## config.mk

```make
export PLATFORM = sky130hd
export DESIGN_NAME = binary_to_eight_bcd_digits
export DESIGN_NICKNAME = d
export VERILOG_FILES = /design/src/sv/b2bcd_pkg.sv /design/src/sv/b2bcd_core.sv /design/src/sv/binary_to_eight_bcd_digits.sv
export SDC_FILE = /design/constraint.sdc
export NUM_CORES = 1
export LEC_CHECK = 0
export ABC_CLOCK_PERIOD_IN_PS = 2150
export BUFFER_PORTS_ARGS = -buffer_cell sky130_fd_sc_hd__buf_2
export CAP_MARGIN = 40
export CORE_UTILIZATION = 51
export CTS_CLUSTER_SIZE = 8
export DETAILED_ROUTE_END_ITERATION = 10
export MAX_ROUTING_LAYER = met4
export PLACE_DENSITY = 0.8
export SLEW_MARGIN = 5
export SYNTH_ARGS = -nofsm -noshare
export SYNTH_HDL_FRONTEND = slang
export SYNTH_SLANG_ARGS = --single-unit
```

## constraint.sdc

```tcl
create_clock -name i_clk -period 2.15 [get_ports i_clk]
set_input_delay 0 -clock i_clk [delete_from_list [all_inputs] [get_ports i_clk]]
set_output_delay 0 -clock i_clk [all_outputs]
set_load 0.05 [all_outputs]
```

## src/sv/b2bcd_pkg.sv

```systemverilog
// Types and constants for the binary to eight BCD digit converter.
package b2bcd_pkg;

    localparam int unsigned IN_W     = 32;
    localparam int unsigned DIGITS   = 8;
    localparam int unsigned BCD_W    = 4 * DIGITS;
    // 99999999 needs 27 bits, so the saturated value is shifted 27 times
    localparam int unsigned SRC_W    = 27;
    localparam int unsigned CNT_W    = 5;
    localparam logic [IN_W-1:0] BCD_LIMIT = 32'd99999999;

    typedef enum logic [1:0] {
        S_IDLE,
        S_CONV,
        S_DONE
    } t_state;

    typedef struct packed {
        logic load;
        logic step;
    } t_core_ctrl;

    typedef struct packed {
        logic last;
    } t_core_stat;

    // add 3 to every nibble of 5 or more before the shift
    function automatic logic [BCD_W-1:0] dabble_adjust(input logic [BCD_W-1:0] bcd);
        logic [BCD_W-1:0] res;
        logic [3:0]       nib;
        res = bcd;
        for (int k = 0; k < DIGITS; k++) begin
            nib = bcd[4*k +: 4];
            if (nib >= 4'd5) begin
                res[4*k +: 4] = nib + 4'd3;
            end
        end
        return res;
    endfunction

endpackage

```

## src/sv/b2bcd_core.sv

```systemverilog
// Iterative shift-and-add-3 engine: one binary bit per step.
module b2bcd_core (
    input  logic                           i_clk,
    input  logic                           i_rst_n,
    input  b2bcd_pkg::t_core_ctrl          i_ctrl,
    input  logic [b2bcd_pkg::IN_W-1:0]     i_value,
    output b2bcd_pkg::t_core_stat          o_stat,
    output logic [b2bcd_pkg::BCD_W-1:0]    o_bcd
);
    import b2bcd_pkg::*;

    logic [SRC_W-1:0] r_bin, n_bin;
    logic [BCD_W-1:0] r_bcd, n_bcd;
    logic [CNT_W-1:0] r_cnt, n_cnt;
    logic [BCD_W-1:0] adj;
    logic [IN_W-1:0]  sat;

    assign sat = (i_value > BCD_LIMIT) ? BCD_LIMIT : i_value;
    assign adj = dabble_adjust(r_bcd);

    always_comb begin
        n_bin = r_bin;
        n_bcd = r_bcd;
        n_cnt = r_cnt;
        if (i_ctrl.load) begin
            n_bin = sat[SRC_W-1:0];
            n_bcd = '0;
            n_cnt = CNT_W'(SRC_W);
        end else if (i_ctrl.step) begin
            n_bcd = {adj[BCD_W-2:0], r_bin[SRC_W-1]};
            n_bin = {r_bin[SRC_W-2:0], 1'b0};
            n_cnt = r_cnt - CNT_W'(1);
        end
    end

    always_ff @(posedge i_clk) begin
        if (!i_rst_n) begin
            r_cnt <= '0;
        end else begin
            r_cnt <= n_cnt;
        end
        r_bin <= n_bin;
        r_bcd <= n_bcd;
    end

    assign o_stat.last = (r_cnt == CNT_W'(1));
    assign o_bcd       = r_bcd;

endmodule

```

## src/sv/binary_to_eight_bcd_digits.sv

```systemverilog
// Binary to eight BCD digit converter, top level with stream handshakes.
//
// Takes one 32-bit unsigned value per input beat and returns its eight
// decimal digits in one output beat. Values above 99999999 saturate, so all
// digits read 9. The conversion is shift-and-add-3 done one bit per cycle in
// a single shared engine (b2bcd_core): the saturated value is 27 bits wide,
// so the value is loaded at its accepting edge, then shifted 27 times, and
// the result then moves to the output register once that has room. The
// next input beat can be taken in the cycle after that transfer.
// The engine holds one item at a time: o_s_axis_tready is low from the
// accepting edge until the result moves to the output register. The output
// register is separate from the engine, so a new input beat is taken while
// an earlier result still waits for i_m_axis_tready; if the next result is
// done first, the engine holds it until the output register frees up.
// Output tdata packs the digits four bits each, ten-millions digit in the
// lowest nibble and units digit in the highest.
module binary_to_eight_bcd_digits (
    input  logic                           i_clk,
    input  logic                           i_rst_n,
    // slave side
    input  logic                           i_s_axis_tvalid,
    output logic                           o_s_axis_tready,
    input  logic [b2bcd_pkg::IN_W-1:0]     i_s_axis_tdata,  // [31:0] binary_value
    // master side
    output logic                           o_m_axis_tvalid,
    input  logic                           i_m_axis_tready,
    // [3:0] digit_ten_millions, [7:4] digit_millions,
    // [11:8] digit_hundred_thousands, [15:12] digit_ten_thousands,
    // [19:16] digit_thousands, [23:20] digit_hundreds,
    // [27:24] digit_tens, [31:28] digit_units
    output logic [b2bcd_pkg::BCD_W-1:0]    o_m_axis_tdata
);
    import b2bcd_pkg::*;

    t_state           r_state, n_state;
    t_core_ctrl       ctrl;
    t_core_stat       stat;
    logic [BCD_W-1:0] core_bcd;
    logic [BCD_W-1:0] beat_data;
    logic             r_out_valid, n_out_valid;
    logic [BCD_W-1:0] r_out_data;
    logic             out_load;

    b2bcd_core u_core (
        .i_clk   (i_clk),
        .i_rst_n (i_rst_n),
        .i_ctrl  (ctrl),
        .i_value (i_s_axis_tdata),
        .o_stat  (stat),
        .o_bcd   (core_bcd)
    );

    // engine keeps units in the low nibble; the beat wants ten-millions there
    always_comb begin
        for (int k = 0; k < DIGITS; k++) begin
            beat_data[4*k +: 4] = core_bcd[4*(DIGITS-1-k) +: 4];
        end
    end

    always_ff @(posedge i_clk) begin
        if (!i_rst_n) begin
            r_state <= S_IDLE;
        end else begin
            r_state <= n_state;
        end
    end

    always_comb begin
        n_state         = r_state;
        ctrl            = '0;
        out_load        = 1'b0;
        o_s_axis_tready = 1'b0;
        unique case (r_state)
            S_IDLE: begin
                o_s_axis_tready = 1'b1;
                if (i_s_axis_tvalid) begin
                    ctrl.load = 1'b1;
                    n_state   = S_CONV;
                end
            end
            S_CONV: begin
                ctrl.step = 1'b1;
                if (stat.last) begin
                    n_state = S_DONE;
                end
            end
            S_DONE: begin
                // wait for room in the output register
                if (!r_out_valid || i_m_axis_tready) begin
                    out_load = 1'b1;
                    n_state  = S_IDLE;
                end
            end
            default: begin
                n_state = S_IDLE;
            end
        endcase
    end

    always_comb begin
        n_out_valid = r_out_valid;
        if (out_load) begin
            n_out_valid = 1'b1;
        end else if (i_m_axis_tready) begin
            n_out_valid = 1'b0;
        end
    end

    always_ff @(posedge i_clk) begin
        if (!i_rst_n) begin
            r_out_valid <= 1'b0;
        end else begin
            r_out_valid <= n_out_valid;
        end
        if (out_load) begin
            r_out_data <= beat_data;
        end
    end

    assign o_m_axis_tvalid = r_out_valid;
    assign o_m_axis_tdata  = r_out_data;

endmodule

```

Word level (Yosys, flattened, before mapping):

Cells that the tools add are included.

* add/sub/neg operators: 9
* magnitude comparators: 9
* reduce and logical (&&, ||, !) cells: 7
* multiplexer cells: 25
* eq/ne operators: 6
* bitwise gates (word level): 1

Operator list (number)
* 27-bit 2-to-1 mux: 3
* 4-bit by 3-bit greater-or-equal comparator with 1-bit output (second input constant): 8
* 32-bit by 27-bit greater-than comparator with 1-bit output (second input constant): 1
* 4-bit by 2-bit adder with 4-bit output (second input constant): 7
* 4-bit 2-to-1 mux: 7
* 5-bit 2-to-1 mux: 2
* 1-bit 2-to-1 mux: 8
* 2-bit 2-to-1 mux: 3
* 2-bit != test (second input constant): 3
* 2-bit one-hot mux with 3 select lines: 1
* 5-bit by 1-bit equality test with 1-bit output (second input constant): 1
* 5-bit by 1-bit subtractor with 5-bit output (second input constant): 1
* 2-bit nonzero test: 2
* 3-bit by 2-bit adder with 3-bit output (second input constant): 1
* 3-bit 2-to-1 mux: 1
* 3-bit AND reduction: 1
* 2-bit by 1-bit equality test with 1-bit output (second input constant): 1
* 2-bit equality test (second input constant): 1
* 2-bit zero test: 1
* 2-bit OR reduction: 1
* 1-bit zero test: 1
* 1-bit logical OR: 1
* 1-bit NOT: 1

* output and inout bits: 34
* bits in registers: 99
* input port bits: 36

Logic depth before layout (Yosys ltp):

Gate-level depths: netlist of run 1.

* word-level depth: 5
* depth in mapped cells: 6
* gate-level depth less buffers: 6

Modules after synthesis:

A second synthesis of run 1 with hierarchy kept.

* cell total of the unflattened synthesis: 385
* area, all modules: 4436.8 sq um

Modules (own cells, without submodules)
* b2bcd_core: seq. area each 1551.5 sq um, instances 1, cells each 336, area an instance 3319.4 sq um
* binary_to_eight_bcd_digits: seq. area each 1021.0 sq um, instances 1, cells each 49, area an instance 1117.3 sq um

Worst setup path after synthesis of run 1:

No wires, ideal clock.

* path type: register to register
* from: register r_state[0]
* to: register u_core.r_bin[0] (enable)
* clock period less this slack: 2.564 ns
* slack: -0.414 ns
* path buffers: 2
* arrival time: 2.180 ns
* stages on the path, launching flop included: 6
* cell sequence: dfxtp_1 > nor2_1 > nand2_1 > clkbuf_1 > buf_2 > nand2_1

* word-level cells in the longest chain between the ends: 3
* elaborated cells between the ends (all ways): 5

RTL lines
* from (decl): RTL line binary_to_eight_bcd_digits.sv:35 `t_state r_state, n_state;`
* from (signal assigned): RTL line binary_to_eight_bcd_digits.sv:64 `r_state <= n_state;`
* 2-bit by 1-bit equality test with 1-bit output / 2-bit zero test (equally long branches): RTL line binary_to_eight_bcd_digits.sv:73 `unique case (r_state)`
* 1-bit 2-to-1 mux: RTL line binary_to_eight_bcd_digits.sv:73
* 2-bit nonzero test (no source line) (*)
* to (signal assigned): RTL line b2bcd_core.sv:42 `r_bin <= n_bin;`
* to (decl): RTL line b2bcd_core.sv:12 `logic [SRC_W-1:0] r_bin, n_bin;`

Mark *: on every way between the ends. The rest lies on a longest branch, timed or not.
A chain may end at the register's enable or synchronous reset.

Final worst setup path of run 1:

* from: input i_s_axis_tdata[10] (netlist name)
* to: register u_core.r_bin[26], data pin

* word-level cells in the longest chain between the ends: 3

RTL lines
* from (decl): RTL line binary_to_eight_bcd_digits.sv:23 `input logic [b2bcd_pkg::IN_W-1:0] i_s_axis_tdata,`
* 32-bit by 27-bit greater-than comparator with 1-bit output: RTL line b2bcd_core.sv:18 `assign sat = (i_value > BCD_LIMIT) ? BCD_LIMIT : i_value;`
* 27-bit 2-to-1 mux: RTL line b2bcd_core.sv:18
* 27-bit 2-to-1 mux: RTL line b2bcd_core.sv:25 `if (i_ctrl.load) begin`
* net u_core.n_bin[26]: RTL line b2bcd_core.sv:12

The timed path passes the listed nets, and every way through them passes these cells.

==> run_results.csv, run 1 <==
group,metric,value,unit
clocking,clkLatencyLatePin,360,ps
die,initial_core_util,53.0,%
clocking,h-tree-depth,3,
synth,yosysMostFrequentCell,"edfxtp_1",
setup_path,worstPathRequired,2220,ps
clocking,cts_num_sinks,99,
status,status,"finished, final reports clean",
die,boundaryPins,70,
synth,synth_area_leaders,"edfxtp_1, dfxtp_1, ha_1, a21oi_1, nor2_1",
clocking,postCtsSetupRepairBufs,0,
setup_path,cp_max_fo,26,
timing,fin_crit,1780,ps
clocking,postCtsResizedCells,0,
clocking,clockBufferDepth,2,
synth,synth_area,4400,sq um
finish,drive_above_1_share,23.7,%
drt,drtPass1Iterations,4,
synth,yosysUniqueCellTypes,42,
setup_path,cp-start-kind,"primary input",
timing,finClkSkew,9.11,ps
setup_path,slowest_stage,"o22ai_4",
global_routing,grt_max_degree,33,
die,coreArea,8300,sq um
synth,synth-edff-count,59,
place,port_buffers,69,
global_routing,grt_pass1_vias,2990,
die,die_h,94.9,um
pwr,p_per_area,729,nW/um^2
clocking,path_clk_slew,100,ps
hold_path,min_path_type,"in -> reg",
synth,synth_top_area_share,40.3,%
global_routing,grt_pass1_wl,13.5,mm
die,rows,33,
synth,ys_seq_area_share,58.5,%
finish,fin_nets,534,
timing,fmax,563,MHz
synth,synth.net_count,451,
clocking,cts_buffers,9,
setup_path,critPathKind,"in -> reg",
synth,ys_warn_count,0,
die,dieArea,9000,sq um
synth,synth_ff_type,"edfxtp_1",
place,hpwl,5.50,mm
place,dp_cells,559,
setup_path,path_delay_family,"compound AO/OA/AOI/OAI gates",
drt,drt-total-wl,8.26,mm
synth,synth_cells,397,
setup_path,cp_num_buf_inv,2,
setup_path,cpPeakStageDelay,580,ps
drt,drt_iter0_markers,111,
finish,area.growth.synth_to_final,18.0,%
finish,instances_no_fill,590,
job,maxCapViolCount,0,
global_routing,antenna_found_initial,0,
timing,finalMaxSlewViolations,0,
pwr,ir_drop,380,uV
timing,tightest_slew,702,ps
setup_path,end_kind,"flip-flop",
drt,via_count,3199,
setup_path,crit_chain,"dlygate4sd3_1 > buf_2 > nor4_2 > a211oi_2 > o22ai_4 > a21oi_1",
global_routing,track_usage,20.1,%
synth,synth_area_per_cell,11.1,sq um
global_routing,grt_overflow,0,
clocking,tritoncts,"yes",
timing,fin_crit_sh,82.6,%
timing,slew_headroom,53.2,%
clocking,root_buffer,"clkbuf_8",
timing,rsz0062_at_grt,"no",
setup_path,critPathArrivalTime,1840,ps
timing,hold_violations,0,
die,fp.dieW,94.9,um
pwr,leakagePower,1.92,nW
drt,antenna_left,0,
timing,finalSetupViolations,0,
drt,drc_errors,0,
synth,synthTopCellsByCount,"edfxtp_1, nor2_1, dfxtp_1, a21oi_1, o21ai_0",
drt,wl_per_cell,14.0,um
drt,vias_per_cell,5.42,
clocking,postCtsHoldBufs,15,
synth,yosys.area.top_type,"edfxtp_1",
place,globalplace.congestion,0.803,
synth,ys_seq_elements,99,
synth,async_flop_share,0,%
timing,tns,0,ps
finish,antenna_cells,0,
power breakdown:
part / internal [mW] / total [mW] / switching (mW) / leakage [nW]
Sequential: 2.13 / 2.18 / 0.0544 / 0.872
Combinational: 0.195 / 0.480 / 0.285 / 0.954
Clock: 0.444 / 1.12 / 0.678 / 0.0953
Total: 2.77 / 3.79 / 1.02 / 1.92
worst reg2reg max path, cell delays in order, from the launching register on:
cell and delay (ps):
dfxtp_1 370, nor2_2 130, nand2_1 410, nand2_2 320
buf_12 210
state kept, by name, summed over array words and instances (netlist names):
signal	flops
o_m_axis_tdata	32
u_core.o_bcd	32
u_core.r_bin	27
u_core.r_cnt	5
r_state	2
o_m_axis_tvalid	1
metal layers:
layer | GRT usage, % | share of wire, % | vias up
met5 | - | 0 | -
met4 | 6.94 | 1.1 | 0
met3 | 3.30 | 4.3 | 8
met2 | 33.1 | 49 | 88
met1 | 25.0 | 45 | 1525
li1 | - | - | 1578
through the flow:
step	setup WS (ps)	hold WS (ps)	cell area [sq um]	power, mW	utilization [%]
after detailed placement	440	314	4860	2.69	58.5
final	374	16.4	5190	3.79	62.6
after global placement	523	304	4860	2.66	58.5
after CTS	379	3.54	5190	3.81	62.6
after floorplan	115	117	4410	2.54	-
after global routing	228	8.93	5190	3.95	62.6
final timing paths:
path	from	depth (start not counted)	endpoint	slack, ps
worst max register to register	r_state[0]$_SDFFE_PN0P_	4	u_core.r_bin[26]$_DFFE_PP_	410
worst min-delay path	i_s_axis_tdata[2]	3	u_core.r_bin[2]$_DFFE_PP_	20
worst min register to register	u_core.r_bin[26]$_DFFE_PP_	2	u_core.o_bcd[0]$_SDFFE_PP0P_	470
worst max-delay path	i_s_axis_tdata[10]	6	u_core.r_bin[26]$_DFFE_PP_	370
cells in the final DEF (no fill, tap or decap), types with 2 or more instances in the layout:
master / instances
nor2b_1: 2
nand2b_1: 10
a21oi_1: 38
nor4_1: 2
o32ai_1: 6
dfxtp_1: 40
o31a_1: 2
xnor2_1: 11
edfxtp_1: 59
nand3b_1: 2
mux2_2: 8
inv_1: 20
o21ai_0: 31
and2_1: 8
clkbuf_8: 9
nor2_1: 46
a31o_2: 6
dlygate4sd3_1: 15
clkinv_4: 3
inv_8: 2
nand2_1: 13
nand3_1: 25
a21boi_0: 3
ha_1: 18
xor2_1: 5
o31ai_1: 3
buf_4: 7
buf_2: 69
area by class of cell:
type / instances / area [sq um]
Sequential cell: 99 / 2570
Timing Repair Buffer: 92 / 568
Multi-Input combinational cell: 258 / 1660
Inverter: 20 / 75.1
Fill cell: 627 / 3110
Clock inverter: 7 / 61.3
Tap cell: 105 / 131
Clock buffer: 9 / 124
cells by family (layout without fill, tap and decap cells):
logic type,count (synthesis),after routing,share of synthesized area [%]
simple gates,120,120,13.8
flops,99,99,58.5
compound gates,96,96,13.4
buf+inv,40,128,3.98
fa+ha+maj,18,18,5.12
xor+xnor,16,16,3.19
mux,8,8,2.05
Power figures use the tool's default switching activity.
==> run 2: changes to the inputs <==
--- a/config.mk
+++ b/config.mk
@@ -5,7 +5,7 @@
 export SDC_FILE = /design/constraint.sdc
 export NUM_CORES = 1
 export LEC_CHECK = 0
-export ABC_CLOCK_PERIOD_IN_PS = 2150
+export ABC_CLOCK_PERIOD_IN_PS = 1500
 export BUFFER_PORTS_ARGS = -buffer_cell sky130_fd_sc_hd__buf_2
 export CAP_MARGIN = 40
 export CORE_UTILIZATION = 51
==> constraint.sdc (replaced) <==
create_clock -name i_clk -period 1.5 [get_ports i_clk]
set_input_delay 0 -clock i_clk [delete_from_list [all_inputs] [get_ports i_clk]]
set_output_delay 0 -clock i_clk [all_outputs]
set_load 0.05 [all_outputs]
==> run_results.csv, run 2 (synthesis gave the netlist of run 1 again) <==
group,metric,value,unit
die,boundaryPins,70,
timing,rsz0062_at_grt,"yes",
finish,antenna_cells,0,
global_routing,antenna_found_initial,0,
drt,wl_per_cell,14.5,um
setup_path,worstPathRequired,1620,ps
drt,drc_errors,0,
pwr,leakagePower,2.10,nW
finish,drive_above_1_share,31.6,%
clocking,cts_buffers,9,
drt,vias_per_cell,5.46,
finish,final_cell_mix,"buf_2, edfxtp_1, nor2_1",
die,rows,33,
clocking,tritoncts,"yes",
global_routing,grt_pass1_wl,14.4,mm
drt,via_count,3367,
place,globalplace.congestion,0.798,
global_routing,track_usage,21.5,%
die,fp.dieW,94.9,um
timing,finalMaxSlewViolations,0,
setup_path,end_kind,"flip-flop",
die,die_h,94.9,um
timing,fmax,679,MHz
die,initial_core_util,53.0,%
die,dieArea,9000,sq um
job,maxCapViolCount,0,
finish,mostFrequentLayoutCell,"buf_2",
finish,fin_nets,561,
pwr,p_per_area,998,nW/um^2
place,hpwl,5.89,mm
setup_path,cp_max_fo,26,
global_routing,grt_max_degree,33,
setup_path,crit_chain,"dlygate4sd3_1 > buf_2 > nor4_4 > a211oi_2 > o22ai_4 > buf_12 > a31o_2",
setup_path,cp-start-kind,"primary input",
hold_path,min_path_type,"in -> reg",
clocking,cts_num_sinks,99,
setup_path,slowest_stage,"dlygate4sd3_1",
clocking,h-tree-depth,3,
clocking,clkLatencyLatePin,370,ps
timing,fin_crit_sh,98.2,%
pwr,ir_drop,524,uV
die,coreArea,8300,sq um
clocking,path_clk_slew,100,ps
timing,tns,0,ps
clocking,clockBufferDepth,2,
status,status,"finished, final reports clean",
global_routing,grt_overflow,0,
clocking,root_buffer,"clkbuf_8",
setup_path,critPathArrivalTime,1600,ps
timing,tightest_slew,380,ps
timing,slew_headroom,74.3,%
drt,drt_iter0_markers,131,
global_routing,grt_pass1_vias,3236,
drt,drtPass1Iterations,4,
setup_path,critPathKind,"in -> reg",
timing,hold_violations,0,
finish,area.growth.synth_to_final,25.8,%
timing,finClkSkew,11.3,ps
drt,antenna_left,0,
timing,finalSetupViolations,0,
setup_path,cpPeakStageDelay,530,ps
place,port_buffers,69,
drt,drt-total-wl,8.95,mm
timing,fin_crit,1470,ps
timing,timing.hold.ws,22.3,ps
==> run 2: cell count changes in the layout (fill, tap and decap cells not counted), sizes merged <==
cell          delta
inv              +2
clkinv           -2
buf             +21
dlygate4sd3      +4
dlymetal6s4s     +2
==> run 2: where the power goes <==
group | switching (mW) | leakage, nW | total (mW) | internal [mW]
logic | 0.445 | 1.12 | 0.773 | 0.329
clock network | 0.983 | 0.0968 | 1.62 | 0.635
registers | 0.0808 | 0.878 | 3.14 | 3.05
total | 1.51 | 2.10 | 5.53 | 4.02
==> run 2: worst paths after layout <==
path | depth (start not counted) | startpoint | to | slack, ps
worst max-delay path | 7 | i_s_axis_tdata[8] | u_core.r_bin[12]$_DFFE_PP_ | 30
worst min-delay path | 3 | i_s_axis_tdata[20] | u_core.r_bin[20]$_DFFE_PP_ | 20
worst max register to register | 6 | u_core.o_bcd[9]$_SDFFE_PP0P_ | u_core.o_bcd[10]$_SDFFE_PP0P_ | 70
worst min register to register | 0 | u_core.o_bcd[1]$_SDFFE_PP0P_ | o_m_axis_tdata[29]$_DFFE_PP_ | 450
==> run 2: area by class of cell <==
cell class                 instances  area [sq um]
fill                             625          2760
sequential                        99          2590
multi-input combinational        258          1740
timing repair buffer             119           822
tap                              105           131
clock buffer                       9           124
inverter                          20          75.1
clock inverter                     7          57.6
==> run 2: through the flow <==
step	total power, mW	cell area [sq um]	util [%]	setup slack [ps]	std cells
floorplan	3.67	4460	-	-14.0	397
CTS	5.54	5470	65.9	3.37	614
finish	5.53	5540	66.7	27.0	617
detailed placement	3.90	5050	60.8	-51.9	577
global route	5.74	5540	66.7	-40.0	617
global placement	3.86	5050	60.8	53.9	577
==> run 2: repair_timing <==
item / CTS / global route
gates resized for setup: 11 / 24
pin swaps: 0 / 7
endpoints found under the hold margin: 27 / 0
hold buffers: 21 / 0
setup endpoints to repair: 7 / 64
setup buffers: 0 / 3
==> run 2: critical path: cells and delay by family <==
kind	cells	cell delay [ps]
buffers and inverters	3	850
AO/OA/AOI/OAI	3	690
AND/OR/NAND/NOR	1	50
==> run 2: layer usage <==
| layer | wire length [um] | GRT usage [%] | up-vias |
|---|---|---|---|
| met5 | 0 | - | - |
| met4 | 140 | 8.08 | 0 |
| met3 | 376 | 3.22 | 14 |
| met2 | 4640 | 37.4 | 102 |
| met1 | 3790 | 25.2 | 1614 |
| li1 | - | - | 1637 |
